`config.mk`:
```
export PLATFORM = sky130hd
export DESIGN_NAME = gwf_square
export DESIGN_NICKNAME = d
export VERILOG_FILES = /design/src/design/assert_macros.svh /design/src/design/gwf_pkg.sv /design/src/design/gwf_square.sv
export SDC_FILE = /design/constraint.sdc
export NUM_CORES = 2
export LEC_CHECK = 0
export ABC_AREA = 1
export CORE_UTILIZATION = 50
export DETAILED_ROUTE_END_ITERATION = 16
export DONT_BUFFER_PORTS = 1
export GPL_TIMING_DRIVEN = 0
export HOLD_SLACK_MARGIN = 0.15
export PLACE_DENSITY = 0.73
export SETUP_SLACK_MARGIN = 0.02
export SYNTH_ARGS = -nofsm -noshare
export SYNTH_HDL_FRONTEND = slang
export SYNTH_SLANG_ARGS = --single-unit
```
`constraint.sdc`:
```
create_clock -name clk_i -period 8.4 [get_ports clk_i]
set_input_delay 1.68 -clock clk_i [delete_from_list [all_inputs] [get_ports clk_i]]
set_output_delay 1.68 -clock clk_i [all_outputs]
set_load 0.02 [all_outputs]
```
`src/design/assert_macros.svh`:
```
// Assertion macros used by the window filter core.
`ifndef ASSERT_MACROS_SVH
`define ASSERT_MACROS_SVH

// Same-cycle implication, sampled on clk_i, off while rst_ni is low.
`define GWF_ASSERT_IMPLIES(name, pre, post, msg) \
  name: assert property (@(posedge clk_i) disable iff (!rst_ni) (pre) |-> (post)) \
    else $error(msg);

// Next-cycle implication, sampled on clk_i, off while rst_ni is low.
`define GWF_ASSERT_NEXT(name, pre, post, msg) \
  name: assert property (@(posedge clk_i) disable iff (!rst_ni) (pre) |=> (post)) \
    else $error(msg);

`endif

```
`src/design/gwf_pkg.sv`:
```
// Types and constants of the geodesic window filter.
package gwf_pkg;

  localparam int unsigned FRAC_BITS   = 24;
  localparam int unsigned VALUE_WIDTH = 48;
  localparam int unsigned DIST_W      = VALUE_WIDTH - 1;
  localparam int unsigned PROP_W      = 25;
  localparam int unsigned LEN_SPLIT   = 24;
  localparam int unsigned POS_W       = 48;
  localparam int unsigned MAG_W       = 49;
  localparam int unsigned SQ_W        = 2 * MAG_W;
  localparam int unsigned SUM_W       = SQ_W + 1;
  localparam int unsigned ROOT_W      = (SUM_W + 1) / 2;
  localparam int unsigned DMAG_W      = 51;
  localparam int unsigned DSQ_W       = 2 * DMAG_W;

  localparam logic [DIST_W-1:0] LIMIT_RESET = DIST_W'(64'd10000 << FRAC_BITS);

  localparam logic [1:0] KIND_PSEUDO = 2'd0;
  localparam logic [1:0] KIND_LEFT   = 2'd1;

  localparam logic [1:0] REASON_NONE     = 2'd0;
  localparam logic [1:0] REASON_LEFT     = 2'd1;
  localparam logic [1:0] REASON_RIGHT    = 2'd2;
  localparam logic [1:0] REASON_OPPOSITE = 2'd3;

  typedef struct packed {
    logic [1:0]              parent_kind;
    logic [DIST_W-1:0]       edge_length;
    logic [PROP_W-1:0]       prop_start;
    logic [PROP_W-1:0]       prop_end;
    logic signed [VALUE_WIDTH-1:0] source_x;
    logic signed [VALUE_WIDTH-1:0] source_y;
    logic [DIST_W-1:0]       root_distance;
    logic [DIST_W-1:0]       left_vertex_dist;
    logic [DIST_W-1:0]       right_vertex_dist;
    logic [DIST_W-1:0]       opposite_vertex_dist;
    logic signed [VALUE_WIDTH-1:0] opposite_x;
    logic signed [VALUE_WIDTH-1:0] opposite_y;
  } gwf_in_t;

  typedef struct packed {
    logic       window_valid;
    logic [1:0] reject_reason;
  } gwf_out_t;

  // Per-window values carried alongside the squares and roots.
  typedef struct packed {
    logic                     pass;
    logic                     from_start;
    logic [2:0]               known;      // {opposite, right, left}
    logic [DIST_W+1:0]        lhs_l;      // left dist + end position
    logic [DIST_W:0]          lhs_r;      // right dist + edge length
    logic [DIST_W-1:0]        root;
    logic [DIST_W+1:0]        root_ps;    // root + start position
    logic signed [DIST_W:0]   root_m_dop; // root - opposite dist
  } gwf_pre_t;

  typedef struct packed {
    gwf_pre_t         pre;
    logic [SUM_W-1:0] n_o;
  } gwf_side_t;

  typedef struct packed {
    logic             pass;
    logic             rej_l;
    logic             rej_r;
    logic             chk_o;
    logic [SUM_W-1:0] n_o;
  } gwf_tail_t;

endpackage

```
`src/design/gwf_square.sv`:
```
// Two-stage pipelined square built from half-width partial products.
module gwf_square #(
  parameter int unsigned W = gwf_pkg::MAG_W
) (
  input  logic           clk_i,
  input  logic           en_i,
  input  logic [W-1:0]   a_i,
  output logic [2*W-1:0] sq_o
);

  localparam int unsigned H  = (W + 1) / 2;
  localparam int unsigned HW = W - H;

  logic [2*HW-1:0] hh_q;
  logic [W-1:0]    hl_q;
  logic [2*H-1:0]  ll_q;
  logic [2*W-1:0]  sq_d, sq_q;

  always_ff @(posedge clk_i) begin
    if (en_i) begin
      hh_q <= a_i[W-1:H] * a_i[W-1:H];
      hl_q <= a_i[W-1:H] * a_i[H-1:0];
      ll_q <= a_i[H-1:0] * a_i[H-1:0];
      sq_q <= sq_d;
    end
  end

  always_comb begin
    sq_d = ((2*W)'(hh_q) << (2*H)) + ((2*W)'(hl_q) << (H+1)) + (2*W)'(ll_q);
  end

  assign sq_o = sq_q;

endmodule

```
# [Word-level counts from Yosys, hierarchy flattened]
# Index checks and enable logic that the tools add are counted.
[op_classes] n_addsub=2 mul=3
[ops] operator="98-bit by 50-bit adder with 98-bit output" count=1
[ops] operator="98-bit by 75-bit adder with 98-bit output" count=1
[ops] operator="25-bit by 25-bit multiplier with 50-bit output" count=1
[ops] operator="24-bit by 25-bit multiplier with 49-bit output" count=1
[ops] operator="24-bit by 24-bit multiplier with 48-bit output" count=1
[totals] register_bits=245 inputBits=51 out_inout_bits=98 wordCells=9

# [Logic depth before layout (Yosys ltp)]
[depth] word_depth=2 mapped_depth=29 depth_no_buf=27

# [Worst setup path after synthesis]
# Ideal clock, no wire load.
[synth_path] kind="input to register" from="input a_i[39]" to="register hh_q[34], data pin" setup_time_ns=0.252 arrival_ns=7.439 required_ns=8.148 path_slack_ns=0.709 stages=26 n_path_buf=2 path_cell_list="clkbuf_1 > buf_1 > nand2_1 > fa_1 > inv_1 > fa_1 > inv_1 > fa_1 > inv_1 > fa_1 > inv_1 > fa_1 > inv_1 > fa_1 > inv_1 > fa_1 > inv_1 > ha_1 > nand2_1 > nor2_1 > nor3b_1 > nand3_1 > nand3_1 > nand3_1 > nand3_1 > nand2_1"
[synth_between] elab_chain_cells=1
[synth_rtl] item="from (decl)" line_no="gwf_square.sv:7" text="input logic [W-1:0] a_i,"
[synth_rtl] item="24-bit by 24-bit multiplier with 48-bit output" line_no="gwf_square.sv:21" text="hh_q <= a_i[W-1:H] * a_i[W-1:H];"
[synth_rtl] item="to (signal assigned)" line_no="gwf_square.sv:21"
[synth_rtl] item="to (decl)" line_no="gwf_square.sv:14" text="logic [2*HW-1:0] hh_q;"
# No other way between the ends.
# A chain may end at the register's enable or synchronous reset.

# [Final worst setup path]
[layout_path] from="input a_i[12]" to="register ll_q[45], data pin"
[layout_between] elab_chain_cells=1
[layout_rtl] item="25-bit by 25-bit multiplier with 50-bit output" line_no="gwf_square.sv:23" text="ll_q <= a_i[H-1:0] * a_i[H-1:0];"
[layout_rtl] item="to (signal assigned)" line_no="gwf_square.sv:23"
[layout_rtl] item="to (decl)" line_no="gwf_square.sv:16" text="logic [2*H-1:0] ll_q;"
# No other way between the ends.

==> metrics.md <==
| Metric | Value |
|---|---|
| Fill cells | between 10000 and 15000 |
| WP buf/inv | 5 |
| Core Region | 0.136 sq mm |
| Synth warn | 0 |
| Status | finished with violations |
| Failing checks | capacitance limit, slew limit |
| Post-route ant nets | 0 |
| Setup Crit Path Kind | input port to flip-flop |
| FMAX | about 0.12 GHz |
| Setup Skew | 0.0430 ns |
| Setup violators final | 0 |
| Setup TNS | 0 ns |
| Drt first-iter violations | 5488 |
| Initial Util | 0.507 |
| Largest net degree at the start of global routing | 243 |
| Num CTS Buffers | 22 |
| Top cell type's share of synthesized area | 0.404 |
| Tot GR Track Use | 0.360 |
| Most frequent CP cell | fa_1 |
| Area grow syn2layout | 4.85% |
| Number of vias per cell | 5.37 |
| Rel. slew slack | -0.0442 |
| Synth area leader | fa_1 |
| Critical Path Sink Type | flip-flop |
| DRT Wirelength | between 200000 and 250000 um |
| Type of the worst min-delay path | flip-flop to flip-flop |
| Clk pin slew, worst setup/hold paths | 0.08 ns |
| Req. time, crit path | 8.70 ns |
| Vias in the first global route | 58400 |
| Grt ovf | 0 |
| Sequential share of the synthesized area | 0.105 |
| CP arrival | 8.67 ns |
| Main synth FF type | edfxtp_1 |
| Tightest Pin Transition | 1.57 ns |
| Fin. max-slew vios | 11 |
| Die area | 0.140 sq mm |
| Share of layout cells above drive strength 1 | 0.0259 |
| DR WL/cell | 23.5 um |
| RSZ-0062 raised after global routing | false |
| CP peak stage delay | 0.61 ns |
| DP HPWL | 210000 um |
| Clock sink count | 242 |
| Chip Height | 374 um |
| First-pass GRT wire length | 366000 um |
| Period utilisation layout | 0.996 |
| Via count | 56900 |
| Fin. Hold Viols | 0 |
| Gpl congestion | 1.04 |
| Detailed-route DRC error count | 0 |
| Post-CTS Setup Inserts | 0 |
| Port Buffers | 0 |
| Clock Tree Buf Depth | 3 |
| Register bit total from synthesis | 242 |
| Io pins | 149 |
| Critical Path Fanout Max | 10 |
| Async S/R FF share, synth | 0 |
| Number of synthesized flops with an enable pin | ~240 |
| Commonest cells after routing, fill and taps aside | 2758 x inv_1, 2227 x nand2_1, 1393 x fa_1, 582 x ha_1, 381 x nor2_1 |
| Top delay family on crit path | adder cells |
| H-tree Lvls | 1 |
| Syn nets | 10800 |
| Worst-path cell chain | clkbuf_2, clkbuf_4, nand2_1, fa_1, fa_1, inv_1, fa_1, fa_1, fa_1, fa_1, inv_1, fa_1, inv_1, ha_1, nand2_1, nor2_1, nand2_1, nor2_1, nand3_1, or2_1, nand4_1, nand2_1 |
| Router iterations before antenna repair | 6 |
| Library cells used by synthesis | 42 |
| TritonCTS clock tree | yes |
| Post-Syn Instances | 8763 |
| Hold_buf cts | 0 |
| Initial antenna violation count | 12 |
| Fin crit period | 8.36 ns |
| Row cnt | roughly 140 |
| CP max stage cell | fa_1 |
| Post-Syn Area | 0.0690 sq mm |
| Ranking of synthesized cells by area | fa_1 40%, inv_1 15%, nand2_1 12%, ha_1 11%, edfxtp_1 11% |
| Worst Hold Slack | between 0.4 and 0.5 ns |
| Startpoint Class | input port |
| Root Driver | clkbuf_16 |
| Worst skew pair latency | around 0.58 ns |
| Syn_area_per_cell | 7.88 sq um |
| Most common cell after layout, fill and taps aside | inv_1 |
| Die X | 374 um |
| # nets final | 10800 |
| Max cap viols | 1 |
[sequential cells by signal, summed over array words and instances, names as in the netlist]
name	flops
hl_q	49
ll_q	49
sq_o	97
hh_q	47
[synth_stat cells (2+ instances only)]
library cell / n
a21boi_0: 7
a21o_1: 11
a21oi_1: 249
a31oi_1: 5
and2_1: 3
buf_1: 57
clkbuf_1: 193
edfxtp_1: 242
fa_1: 1393
ha_1: 583
inv_1: 2758
inv_2: 4
nand2_1: 2227
nand2_2: 8
nand3_1: 188
nand3_2: 2
nand3b_1: 3
nand4_1: 57
nor2_1: 381
nor2_2: 11
nor3_1: 48
nor3_2: 5
nor3b_1: 2
nor4_1: 10
o211ai_1: 2
o21a_1: 16
o21ai_0: 124
o21ai_2: 2
o21bai_1: 13
xnor2_1: 42
xor2_1: 106
[per-stage QoR]
step	setup slack [ns]	area, sq um	instances	utilization
global placement	-1.40	71300	10500	0.523
CTS	0.0160	72300	10600	0.530
finish	0.0369	72400	10600	0.531
floorplan	0.709	69000	8763	-
global route	0.0215	72400	10600	0.531
detailed placement	-1.37	71300	10500	0.523
[per-layer routing]
metal  wire (um)  up-vias  GRT usage
li1            -    25200          -
met1       99200    28000      0.481
met2      105000     3019      0.538
met3       30000      642      0.104
met4       14200       14      0.168
met5         347        -          0
[final timing paths]
check / start / end / slack (ns) / cells past startpoint
setup / recovery: a_i[12] / ll_q[45] / 0.04 / 22
hold reg to reg: ll_q[15] / sq_o[15] / 0.41 / 0
hold / removal: ll_q[15] / sq_o[15] / 0.41 / 0
setup reg to reg: ll_q[26] / sq_o[80] / 5.20 / 11
[kinds of logic (layout without fill, tap and decap cells)]
logic type      count (synthesis)  count (layout)  share of synthesized area
simple gates                 2951            2951                      0.169
compound gates                431             431                     0.0333
flops                         242             242                      0.105
buf+inv                      3014            3053                      0.164
fa+ha+maj                    1976            1976                      0.510
xor+xnor                      148             148                     0.0188
other cells                     1              12                  0.0000543
[area by class of cell]
class | count | area (sq um) | area share
Tap cell | 1781 | 2230 | 0.0308
Inverter | 2763 | 10400 | 0.143
Sequential cell | 242 | 7270 | 0.100
Clock inverter | 18 | 176 | 0.00244
Antenna cell | 11 | 27.5 | 0.000380
Clock buffer | 22 | 551 | 0.00760
Multi-Input combinational cell | 5507 | 50500 | 0.698
Buffer | 250 | 1270 | 0.0176
[timing repair]
action                     in CTS  in global routing
hold endpoints to repair        0                  0
gates cloned                    0                  0
resized for setup             121                225
setup endpoints to repair      81                 69
Power is not shown: default switching activity piles up to over one toggle a cycle in this logic, so the estimate is an artifact.
